<file path="src/design/ssr_pkg.sv">
// Shared types and constants for the stream find-and-replace block.
package ssr_pkg;

	localparam int MAX_RESULTS = 8;
	localparam int CNT_W       = 4;   // holds 0..MAX_RESULTS
	localparam int PTR_W       = 3;   // indexes one of MAX_RESULTS results
	localparam int IDX_W       = 5;   // window arithmetic, up to 16

	typedef enum logic [1:0] {
		REG_TARGET_BYTES  = 2'd0,
		REG_TARGET_LENGTH = 2'd1,
		REG_UPDATE_BYTES  = 2'd2,
		REG_UPDATE_LENGTH = 2'd3
	} cfg_reg_t;

	// Results caused by one request
	typedef struct packed {
		logic [MAX_RESULTS-1:0][7:0] data;
		logic [CNT_W-1:0]            count;
		logic                        stream_end;
		logic                        marker;
	} ssr_group_t;

endpackage

</file>
<file path="src/design/ssr_step.sv">
// Window update and result generation for one input byte.
module ssr_step #(
	parameter int MAX_PATTERN = 8
) (
	input  logic [MAX_PATTERN-1:0][7:0]         win,
	input  logic [$clog2(MAX_PATTERN+1)-1:0]    fill,
	input  logic [63:0]                         target_bytes,
	input  logic [3:0]                          target_len,
	input  logic [63:0]                         update_bytes,
	input  logic [3:0]                          update_len,
	input  logic [7:0]                          in_byte,
	input  logic                                stream_end,
	output logic [MAX_PATTERN-1:0][7:0]         win_nxt,
	output logic [$clog2(MAX_PATTERN+1)-1:0]    fill_nxt,
	output ssr_pkg::ssr_group_t                 grp
);
	import ssr_pkg::*;

	localparam int FILL_W = $clog2(MAX_PATTERN + 1);

	logic [MAX_PATTERN-1:0][7:0] w_ins;
	logic [IDX_W-1:0]            fill_ins;
	logic [IDX_W-1:0]            tl;
	logic [IDX_W-1:0]            c1;
	logic [IDX_W-1:0]            drop;
	logic [IDX_W-1:0]            rem;
	logic [IDX_W-1:0]            total;
	logic [IDX_W-1:0]            src;
	logic                        full;
	logic                        match;

	always_comb begin
		tl = IDX_W'(target_len);
		for (int i = 0; i < MAX_PATTERN; i++) begin
			w_ins[i] = (IDX_W'(i) == IDX_W'(fill)) ? in_byte : win[i];
		end
		fill_ins = (IDX_W'(fill) == IDX_W'(MAX_PATTERN)) ? IDX_W'(fill) : IDX_W'(fill) + 1'b1;
		full = fill_ins >= tl;

		match = 1'b1;
		for (int i = 0; i < MAX_PATTERN; i++) begin
			if (IDX_W'(i) < tl && w_ins[i] != target_bytes[8*i +: 8]) begin
				match = 1'b0;
			end
		end

		if (!full) begin
			c1   = '0;
			drop = '0;
		end else if (match) begin
			c1   = IDX_W'(update_len);
			drop = tl;
		end else begin
			c1   = IDX_W'(1);
			drop = IDX_W'(1);
		end
		rem   = (drop >= fill_ins) ? '0 : fill_ins - drop;
		total = c1 + (stream_end ? rem : '0);

		// results: head part (replacement or oldest byte), then the flushed window
		for (int k = 0; k < MAX_RESULTS; k++) begin
			grp.data[k] = 8'h00;
			if (IDX_W'(k) < c1) begin
				grp.data[k] = match ? update_bytes[8*k +: 8] : w_ins[0];
			end else begin
				src = IDX_W'(k) - c1 + drop;
				for (int j = 0; j < MAX_PATTERN; j++) begin
					if (src == IDX_W'(j)) begin
						grp.data[k] = w_ins[j];
					end
				end
			end
		end
		src = '0;

		grp.stream_end = stream_end;
		grp.marker     = 1'b0;
		if (total > IDX_W'(MAX_RESULTS)) begin
			grp.count = CNT_W'(MAX_RESULTS);
		end else begin
			grp.count = total[CNT_W-1:0];
		end
		if (stream_end && total == '0) begin
			grp.count  = CNT_W'(1);
			grp.marker = 1'b1;
			grp.data   = '0;
		end

		for (int j = 0; j < MAX_PATTERN; j++) begin
			win_nxt[j] = 8'h00;
			for (int m = 0; m < MAX_PATTERN; m++) begin
				if (IDX_W'(m) == IDX_W'(j) + drop) begin
					win_nxt[j] = w_ins[m];
				end
			end
		end
		fill_nxt = stream_end ? '0 : rem[FILL_W-1:0];
	end

endmodule

</file>
<file path="src/design/ssr_out.sv">
// Result register: holds one group of results and sends them one per cycle while the receiver is ready.
module ssr_out (
	input  logic                clk,
	input  logic                arst_n,
	input  logic                load,
	input  ssr_pkg::ssr_group_t grp_in,
	output logic                free,
	output logic                m_axis_tvalid,
	input  logic                m_axis_tready,
	output logic [7:0]          m_axis_tdata,
	output logic                m_axis_tlast,
	output logic [1:0]          m_axis_tuser
);
	import ssr_pkg::*;

	ssr_group_t       grp_q;
	logic             valid_q;
	logic [PTR_W-1:0] ptr_q;
	logic             at_last;
	logic             take;

	assign at_last = {1'b0, ptr_q} == (grp_q.count - 1'b1);
	assign take    = valid_q && m_axis_tready;
	assign free    = !valid_q || (take && at_last);

	always_ff @(posedge clk or negedge arst_n) begin
		if (!arst_n) begin
			valid_q <= 1'b0;
			ptr_q   <= '0;
		end else begin
			if (load) begin
				valid_q <= 1'b1;
				ptr_q   <= '0;
			end else if (take) begin
				if (at_last) begin
					valid_q <= 1'b0;
					ptr_q   <= '0;
				end else begin
					ptr_q <= ptr_q + 1'b1;
				end
			end
		end
	end

	always_ff @(posedge clk) begin
		if (load) begin
			grp_q <= grp_in;
		end
	end

	assign m_axis_tvalid = valid_q;
	assign m_axis_tdata  = grp_q.data[ptr_q];
	assign m_axis_tlast  = at_last;
	assign m_axis_tuser  = {grp_q.stream_end && at_last, !grp_q.marker};

endmodule

</file>
<file path="src/design/stream_string_replace.sv">
// Top level of the streaming fixed-pattern find-and-replace block.
//
// Input stream: one byte per request on s_axis_tdata, s_axis_tlast marks the
// final byte of a stream and flushes the match window. Output stream: one
// byte per request on m_axis_tdata; m_axis_tlast closes the results caused by
// one input byte, m_axis_tuser[1] flags the last result of a stream and
// m_axis_tuser[0] is clear only on an end marker that carries no byte.
// Configuration (pattern, replacement, lengths) is written through
// cfg_we/cfg_addr/cfg_wdata; the user must write it only while the stream
// is idle; the block does not enforce this. A byte's results, if any, appear
// the cycle after it is accepted. Input: one byte per cycle while each byte
// causes at most one result and the receiver is ready; a byte with more
// results holds the input as the single result register drains one per cycle.
// Reset clears the window and loads the default pattern settings. When the
// receiver stalls, the held result stays put and the input stops once the
// result register cannot free up in that cycle.
module stream_string_replace #(
	parameter int MAX_PATTERN = 8
) (
	input  logic        clk,
	input  logic        arst_n,
	input  logic        s_axis_tvalid,
	output logic        s_axis_tready,
	input  logic [7:0]  s_axis_tdata,   // in_byte
	input  logic        s_axis_tlast,   // stream_end
	output logic        m_axis_tvalid,
	input  logic        m_axis_tready,
	output logic [7:0]  m_axis_tdata,   // out_byte
	output logic        m_axis_tlast,   // run_last
	output logic [1:0]  m_axis_tuser,   // [0] byte_valid, [1] output_end
	input  logic        cfg_we,
	input  logic [1:0]  cfg_addr,
	input  logic [63:0] cfg_wdata
);
	import ssr_pkg::*;

	localparam int FILL_W = $clog2(MAX_PATTERN + 1);

	logic [63:0]                 target_bytes_q;
	logic [3:0]                  target_length_q;
	logic [63:0]                 update_bytes_q;
	logic [3:0]                  update_length_q;
	logic [MAX_PATTERN-1:0][7:0] win_q;
	logic [FILL_W-1:0]           fill_q;

	logic [MAX_PATTERN-1:0][7:0] win_nxt;
	logic [FILL_W-1:0]           fill_nxt;
	logic [3:0]                  tl_eff;
	logic [3:0]                  ul_eff;
	logic                        accept;
	logic                        free;
	ssr_group_t                  grp;

	always_comb begin
		if (target_length_q == 4'd0) begin
			tl_eff = 4'd1;
		end else if (target_length_q > 4'(MAX_PATTERN)) begin
			tl_eff = 4'(MAX_PATTERN);
		end else begin
			tl_eff = target_length_q;
		end
		ul_eff = (update_length_q > 4'(MAX_RESULTS)) ? 4'(MAX_RESULTS) : update_length_q;
	end

	always_ff @(posedge clk or negedge arst_n) begin
		if (!arst_n) begin
			target_bytes_q  <= '0;
			target_length_q <= 4'd1;
			update_bytes_q  <= '0;
			update_length_q <= '0;
		end else if (cfg_we) begin
			unique case (cfg_reg_t'(cfg_addr))
				REG_TARGET_BYTES:  target_bytes_q  <= cfg_wdata;
				REG_TARGET_LENGTH: target_length_q <= cfg_wdata[3:0];
				REG_UPDATE_BYTES:  update_bytes_q  <= cfg_wdata;
				REG_UPDATE_LENGTH: update_length_q <= cfg_wdata[3:0];
				default: ;
			endcase
		end
	end

	always_ff @(posedge clk or negedge arst_n) begin
		if (!arst_n) begin
			win_q  <= '0;
			fill_q <= '0;
		end else if (accept) begin
			win_q  <= win_nxt;
			fill_q <= fill_nxt;
		end
	end

	assign s_axis_tready = free;
	assign accept        = s_axis_tvalid && free;

	ssr_step #(
		.MAX_PATTERN(MAX_PATTERN)
	) u_step (
		.win         (win_q),
		.fill        (fill_q),
		.target_bytes(target_bytes_q),
		.target_len  (tl_eff),
		.update_bytes(update_bytes_q),
		.update_len  (ul_eff),
		.in_byte     (s_axis_tdata),
		.stream_end  (s_axis_tlast),
		.win_nxt     (win_nxt),
		.fill_nxt    (fill_nxt),
		.grp         (grp)
	);

	ssr_out u_out (
		.clk          (clk),
		.arst_n       (arst_n),
		.load         (accept && grp.count != '0),
		.grp_in       (grp),
		.free         (free),
		.m_axis_tvalid(m_axis_tvalid),
		.m_axis_tready(m_axis_tready),
		.m_axis_tdata (m_axis_tdata),
		.m_axis_tlast (m_axis_tlast),
		.m_axis_tuser (m_axis_tuser)
	);

endmodule

</file>
<file path="config.mk">
export PLATFORM = sky130hd
export DESIGN_NAME = stream_string_replace
export DESIGN_NICKNAME = d
export VERILOG_FILES = /design/src/design/ssr_pkg.sv /design/src/design/ssr_step.sv /design/src/design/ssr_out.sv /design/src/design/stream_string_replace.sv
export SDC_FILE = /design/constraint.sdc
export NUM_CORES = 1
export LEC_CHECK = 0
export ABC_CLOCK_PERIOD_IN_PS = 14550
export BUFFER_PORTS_ARGS = -buffer_cell sky130_fd_sc_hd__clkbuf_2
export CORE_ASPECT_RATIO = 1.1
export CORE_MARGIN = 2
export CORE_UTILIZATION = 40
export DETAILED_ROUTE_END_ITERATION = 8
export PLACE_DENSITY = 0.54
export REMOVE_ABC_BUFFERS = 1
export SLEW_MARGIN = 20
export SYNTH_ARGS = -nofsm -noshare
export SYNTH_HDL_FRONTEND = slang
export SYNTH_SLANG_ARGS = --single-unit
</file>
<file path="constraint.sdc">
create_clock -name clk -period 14.55 [get_ports clk]
set_input_delay 1.455 -clock clk [delete_from_list [all_inputs] [get_ports clk]]
set_output_delay 1.455 -clock clk [all_outputs]
set_load 0.02 [all_outputs]
</file>
== Word-level counts from Yosys, hierarchy flattened ==
Cells that the tools add are included.

* Register bits: 278
* Latch bits: 0
* Memory bits (writable): 0
* Bits in read-only memories: 0
* Output and inout bits: 13
* Logic and storage cells: 435
* Memories: 0

* Add/subtract/negate cells: 28
* Multipliers: 0
* Divide/modulo/power cells: 0
* Order comparisons: 22
* Equal/unequal tests: 132
* Shifts and indexed selects: 0
* Mux-type cells: 182
* Bitwise logic cells: 0
* Reduce and logical (&&, ||, !) cells: 45

{| class="wikitable"
|+ Operator list
! kind !! count
|-
| $mux 8 || 153
|-
| $eq 3x5->1 const A || 32
|-
| $eq 5x3->1 const B || 32
|-
| $logic_not 5->1 || 17
|-
| $eq 2x5->1 const A || 16
|-
| $eq 5x2->1 const B || 16
|-
| $ne 8x8->1 || 8
|-
| $add 5x5->5 || 9
|-
| $eq 1x5->1 const A || 8
|-
| $eq 5x1->1 const B || 8
|-
| $mux 4 || 8
|-
| $mux 5 || 5
|-
| $bmux 8 s3 || 1
|-
| $add 3x5->5 const A || 4
|-
| $lt 3x5->1 const A || 4
|-
| $sub 3x5->5 const A || 4
|-
| $eq 3x4->1 const A || 4
|-
| $lt 3x4->1 const A || 4
|-
| $logic_and 1x1->1 || 14
|-
| $mux 1 || 12
|-
| $add 2x5->5 const A || 2
|-
| $lt 1x5->1 const A || 2
|-
| $lt 2x5->1 const A || 2
|-
| $reduce_and 2->1 || 5
|-
| other kinds (27) || 39
|}

== Longest topological paths before layout ==
* Depth after elaboration: 27
* Gate-level depth with buffers: 36

== Modules after synthesis ==
A second synthesis with hierarchy kept.

* Cells, all modules: 2,403
* Area, all modules: 23,082.1 µm²

{| class="wikitable"
|+ Modules (own cells, without submodules)
! module !! instances !! cells an instance !! area an instance (µm²) !! sequential area each (µm²)
|-
| ssr_step || 1 || 1,824 || 11,875.1 || 0.0
|-
| stream_string_replace || 1 || 445 || 8,255.4 || 5,106.1
|-
| ssr_out || 1 || 134 || 2,951.6 || 2,202.1
|}

== Worst setup path before layout ==
OpenSTA, ideal clock, no wires.

* Kind: input port to flip-flop
* From: input port s_axis_tdata[4]
* To: register u_out.valid_q (netlist: u_out.m_axis_tvalid)
* Data arrival time: 10.623 ns
* Data required time: 14.461 ns
* Path slack: 3.838 ns
* Stages: 30
* Cell sequence: buf_2 clkbuf_1 o22ai_1 nor4b_1 o21ai_0 or3_4 nor4_4 o211ai_1 buf_2 buf_2 nor2_1 nand2_1 ha_1 nor2b_1 o21ai_0 nand2b_1 a21oi_1 o21bai_1 nand2_1 nor2_1 ha_1 inv_1 fa_1 inv_1 a21o_1 a21oi_1 xnor2_1 or3_1 a31oi_1 or2_2

* Word-level cells in the longest chain between the ends: 24
* Elaborated cells on any way between the ends: 52

{| class="wikitable"
|+ Ends and longest elaborated chain
! what !! line !! text
|-
| from (decl) || stream_string_replace.sv:24 || <nowiki>input logic [7:0] s_axis_tdata,</nowiki>
|-
| $mux 8 || ssr_step.sv:35 || <nowiki>w_ins[i] = (IDX_W'(i) == IDX_W'(fill)) ? in_byte : win[i];</nowiki>
|-
| $ne 8x8->1 || ssr_step.sv:42 || <nowiki>if (IDX_W'(i) < tl && w_ins[i] != target_bytes[8*i +: 8]) begin</nowiki>
|-
| $logic_and 1x1->1 || ssr_step.sv:42 ||
|-
| $mux 1 (7 in series) || ssr_step.sv:42 ||
|-
| $mux 1 * || ssr_step.sv:42 ||
|-
| $mux 4 || ssr_step.sv:50 || <nowiki>end else if (match) begin</nowiki>
|-
| $mux 5 || ssr_step.sv:47 || <nowiki>if (!full) begin</nowiki>
|-
| $sub 5x5->5 or $ge 5x5->1 (tied branches) || ssr_step.sv:57 || <nowiki>rem = (drop >= fill_ins) ? '0 : fill_ins - drop;</nowiki>
|-
| [... 3 more ...] || n/a ||
|-
| $gt 5x4->1 or $logic_not 5->1 (tied branches) || ssr_step.sv:78, ssr_step.sv:83 ||
|-
| $mux 4 or $logic_and 1x1->1 (tied branches) || ssr_step.sv:78, ssr_step.sv:83 ||
|-
| $mux 4 * || ssr_step.sv:83 || <nowiki>if (stream_end && total == '0) begin</nowiki>
|-
| $reduce_bool 4->1 * || stream_string_replace.sv:114 || <nowiki>.load (accept && grp.count != '0),</nowiki>
|-
| $logic_and 1x1->1 * || stream_string_replace.sv:114 ||
|-
| via u_out.load || ssr_out.sv:5 || <nowiki>input logic load,</nowiki>
|-
| $reduce_bool 2->1 (no source line) || n/a ||
|-
| $reduce_and 2->1 (no source line) || n/a ||
|-
| to (signal assigned) || ssr_out.sv:28 || <nowiki>valid_q <= 1'b0;</nowiki>
|-
| to (signal assigned) || ssr_out.sv:32 || <nowiki>valid_q <= 1'b1;</nowiki>
|-
| to (signal assigned) || ssr_out.sv:36 || <nowiki>valid_q <= 1'b0;</nowiki>
|-
| to (decl) || ssr_out.sv:17 || <nowiki>logic valid_q;</nowiki>
|}

Mark *: on every way through the listed nets, which the timed path passes. The rest lies on a longest branch.
A chain may end at the register's enable or synchronous reset.

== Worst setup path in the final report ==
* From: register fill_q[2]
* To: register u_out.grp_q[14] (netlist name), data pin

* Word-level cells in the longest chain between the ends: 26
* Elaborated cells on any way between the ends: 76

{| class="wikitable"
|+ Ends and longest elaborated chain
! what !! line !! text
|-
| from (decl) || stream_string_replace.sv:44 || <nowiki>logic [FILL_W-1:0] fill_q;</nowiki>
|-
| from (signal assigned) || stream_string_replace.sv:88 || <nowiki>fill_q <= fill_nxt;</nowiki>
|-
| $logic_not 4->1 || ssr_step.sv:35 ||
|-
| $mux 8 || ssr_step.sv:35 ||
|-
| $ne 8x8->1 || ssr_step.sv:42 ||
|-
| $logic_and 1x1->1 || ssr_step.sv:42 ||
|-
| $mux 1 (8 in series) || ssr_step.sv:42 ||
|-
| $mux 4 || ssr_step.sv:50 ||
|-
| $mux 5 || ssr_step.sv:47 ||
|-
| $sub 1x5->5 || ssr_step.sv:66 || <nowiki>src = IDX_W'(k) - c1 + drop;</nowiki>
|-
| $add 5x5->5 || ssr_step.sv:66 ||
|-
| $logic_not 5->1 || ssr_step.sv:68 || <nowiki>if (src == IDX_W'(j)) begin</nowiki>
|-
| $mux 8 (8 in series) || ssr_step.sv:68 ||
|-
| $mux 8 || ssr_step.sv:63 || <nowiki>if (IDX_W'(k) < c1) begin</nowiki>
|-
| to (signal assigned) || ssr_out.sv:47 || <nowiki>grp_q <= grp_in;</nowiki>
|-
| to (decl) || ssr_out.sv:16 || <nowiki>ssr_group_t grp_q;</nowiki>
|}

Parallel ways exist; a longest one is shown, timed or not.

==> flow_summary.json <==
{
  "routed_via_density": 7.14,
  "maxSlewViolCount": 0,
  "power_frac_clock_pct": 11.8,
  "comb_power_share_pct": 69.0,
  "period_needed_ns": 10.10,
  "critPathLaunch": "fill_q[2]",
  "fin_worst_skew_ns": 0.0369,
  "routedWlPerCell_um": 39.0,
  "hpwl_mm": 93.8,
  "reg2regPathDepth": 30,
  "place_congestion": 1.06,
  "cp_slowest_cell": "nor4_1",
  "finalSetupViolations": 0,
  "synth.top_cell.area_share_pct": 23.4,
  "crit_top_cell": "nor2_1",
  "final_common_cell": "nand2_1",
  "async_flop_share_pct": 74.8,
  "syn_area_um2": 22100,
  "hold_slack_ns": 0.496,
  "track_usage_pct": 43.6,
  "slowest_delay_ns": 1.12,
  "drt_pass1_iterations": 7,
  "power_switching_uw": 4190,
  "hold_depth": 2,
  "pre_cts_slack_ns": 4.12,
  "setup_tns_ns": 0,
  "die_h_um": 251,
  "syn_inst": 2443,
  "maxCapViolations": 0,
  "htreeDepth": 2,
  "avgSynthCellArea_um2": 9.06,
  "clock.fmax_ghz": 0.0990,
  "hold_path_class": "register to register",
  "start_util_pct": 40.4,
  "grt_start_max_net_pins": 86,
  "endpoint": "u_out.grp_q[14]",
  "stdcell_count": 3269,
  "synthToLayoutAreaGrowth_pct": 13.1,
  "status": "finished, final reports clean",
  "rows": 90,
  "p_int_uw": 3540,
  "seq_power_share_pct": 19.2,
  "critPathKind": "register to register",
  "cp.arrival_ns": 10.39,
  "relSlewSlack_pct": 9.27,
  "core_um2": 54700,
  "synth.distinct_cells": 94,
  "place_inst": 3201,
  "synth-seq-cells": 278,
  "clk_pin_slew_worst_paths_ns": 0.07,
  "r2r_slack_ns": 4.45,
  "worstPathRequired_ns": 14.84,
  "cts_tree": "yes",
  "cts_buffers": 36,
  "fin_crit_sh_pct": 69.4,
  "wl_mm": 127,
  "rsz0062_at_grt": "false",
  "postCtsSetupBuffers": 0,
  "swShare_pct": 54.2,
  "nFillCells": 5407,
  "layout_setup_ws_ns": 4.45,
  "fin_nets": 2637,
  "die_area_um2": 57200,
  "r2r-end": "u_out.grp_q[14]",
  "root_buffer": "clkbuf_16",
  "yosys_warnings": 0,
  "grt_pass1_wl_mm": 176,
  "synth.area.top_cells": "dfrtp_1 (23%), edfxtp_1 (9.5%), mux2_2 (7.9%)",
  "drtAntennaViolNets": 0,
  "grt_pass1_vias": 22100,
  "overflow": 0,
  "endpoint_kind": "register",
  "layout-drive-gt1-share_pct": 21.9,
  "vias": 23300,
  "path_buf_inv": 4,
  "io_pins": 93,
  "cts_hold_buf": 0,
  "worst_pin_slew_ns": 1.35,
  "final-hold-violation-count": 0,
  "drcViolationCount": 0,
  "ir_worst_vdd_uv": 173,
  "final_cell_mix": "nand2_1 (216), nor2_1 (208), dfrtp_1 (207), o21ai_0 (181), a21oi_1 (174)",
  "synth_top_area_cell": "dfrtp_1",
  "start_kind": "register",
  "synth.yosys.seq_area_share_pct": 33.0,
  "clock_latency_ns": 0.59,
  "cellPowerDensity_nw_per_um2": 309,
  "r2r-start": "fill_q[2]",
  "synth_edf_count": 70,
  "cts_resized": 0,
  "cp_num_cells": 30,
  "antenna_found_initial": 6,
  "cts.sinks": 278,
  "cp_max_fo": 66,
  "path_delay_family": "simple AND/OR/NAND/NOR gates",
  "final_util_pct": 45.7,
  "ys.flop_type": "dfrtp_1",
  "clock_path_buffers": 3,
  "die_x_um": 228,
  "port-buffer-count": 92,
  "first_iter_violations": 3605,
  "cellLeakagePower_uw": 0.00967
}
## worst min path at each step
stage                         endpoint          startpoint
floorplan                    win_q[33]           win_q[33]
global placement             win_q[32]           win_q[32]
detailed placement           win_q[33]           win_q[33]
CTS                          win_q[33]           win_q[33]
global route        update_bytes_q[19]  update_bytes_q[19]
finish                       win_q[32]           win_q[32]
## final cells by class
type                    count  area, µm²  share of cell area (%)
repair buffers            206       1320                    5.29
well taps                 736        921                    3.68
inverters                  85        319                    1.27
clock inverters            17        169                   0.675
clock buffers              47        992                    3.96
diodes                      4       10.0                  0.0400
multi-input cells        1896      14000                    55.9
flip-flops and latches    278       7310                    29.2
## through the flow
stage / instance area, µm² / total power, µW
after CTS: 25000 / 7480
final: 25000 / 7730
after global placement: 23800 / 6540
after floorplan: 21400 / 4470
after global routing: 25000 / 7960
after detailed placement: 23800 / 6560
## power groups by stage
stage | Combinational, µW | Clock (µW) | Sequential, µW
after floorplan | 3120 | 0 | 1350
after global placement | 5060 | 0 | 1480
after detailed placement | 5080 | 0 | 1480
after CTS | 5100 | 919 | 1460
after global routing | 5520 | 950 | 1490
final | 5340 | 914 | 1480
## flip-flops by register name, summed over array words and instances (netlist names)
signal,flops
update_bytes_q,64
update_length_q,4
u_out.grp_q,70
fill_q,4
target_length_q,4
u_out.m_axis_tvalid,1
u_out.ptr_q,3
target_bytes_q,64
win_q,64
## cell usage after synthesis, types with 8 or more instances
cell / count
a211oi_1: 32
nand3b_1: 9
fa_1: 12
inv_1: 82
nand3_1: 39
o2bb2ai_1: 8
nor2b_1: 14
or4_1: 9
nand2b_1: 13
o21a_1: 10
and2_1: 10
a31oi_1: 24
o22ai_1: 114
o22a_1: 9
ha_1: 42
nand2_1: 217
a32oi_1: 9
a221oi_1: 50
nor2_1: 208
o21ai_1: 23
o41ai_1: 9
xnor2_1: 40
nor3_1: 42
xor2_1: 31
buf_1: 15
nor4_1: 20
mux2i_1: 52
nand4_1: 12
edfxtp_1: 70
a22oi_1: 21
or2_2: 8
dfrtp_1: 207
o211ai_1: 50
buf_2: 18
o221ai_1: 43
o31a_1: 8
a21oi_1: 177
clkbuf_1: 145
mux4_2: 61
mux2_2: 155
a21o_1: 14
o21ai_0: 181
## per-layer routing
layer	routed length, µm	vias to the layer above	GRT usage (%)
met4	11200	4	31.1
met3	13600	535	11.0
li1	-	9490	-
met2	54600	1692	65.7
met1	47900	11600	54.6
met5	18	-	0
## kinds of logic after synthesis
group | Yosys count | share of synthesized area, %
buffers and inverters | 269 | 4.82
XOR/XNOR | 73 | 3.06
AND/OR/NAND/NOR | 644 | 13.8
AO/OA/AOI/OAI | 853 | 25.2
flip-flops | 278 | 33.0
multiplexers | 272 | 16.7
adder cells (fa/ha/maj) | 54 | 3.46
## worst reg2reg max path, delay by kind of cell, from the launching register on
family / cells / cell delay, ns
adder cells (fa/ha/maj): 3 / 1.03
XOR/XNOR: 1 / 0.16
buffers and inverters: 4 / 1.09
flip-flops: 1 / 0.70
AND/OR/NAND/NOR: 14 / 5.02
AO/OA/AOI/OAI: 7 / 0.88
multiplexers: 1 / 0.95
(Power assumes the default switching activity.)
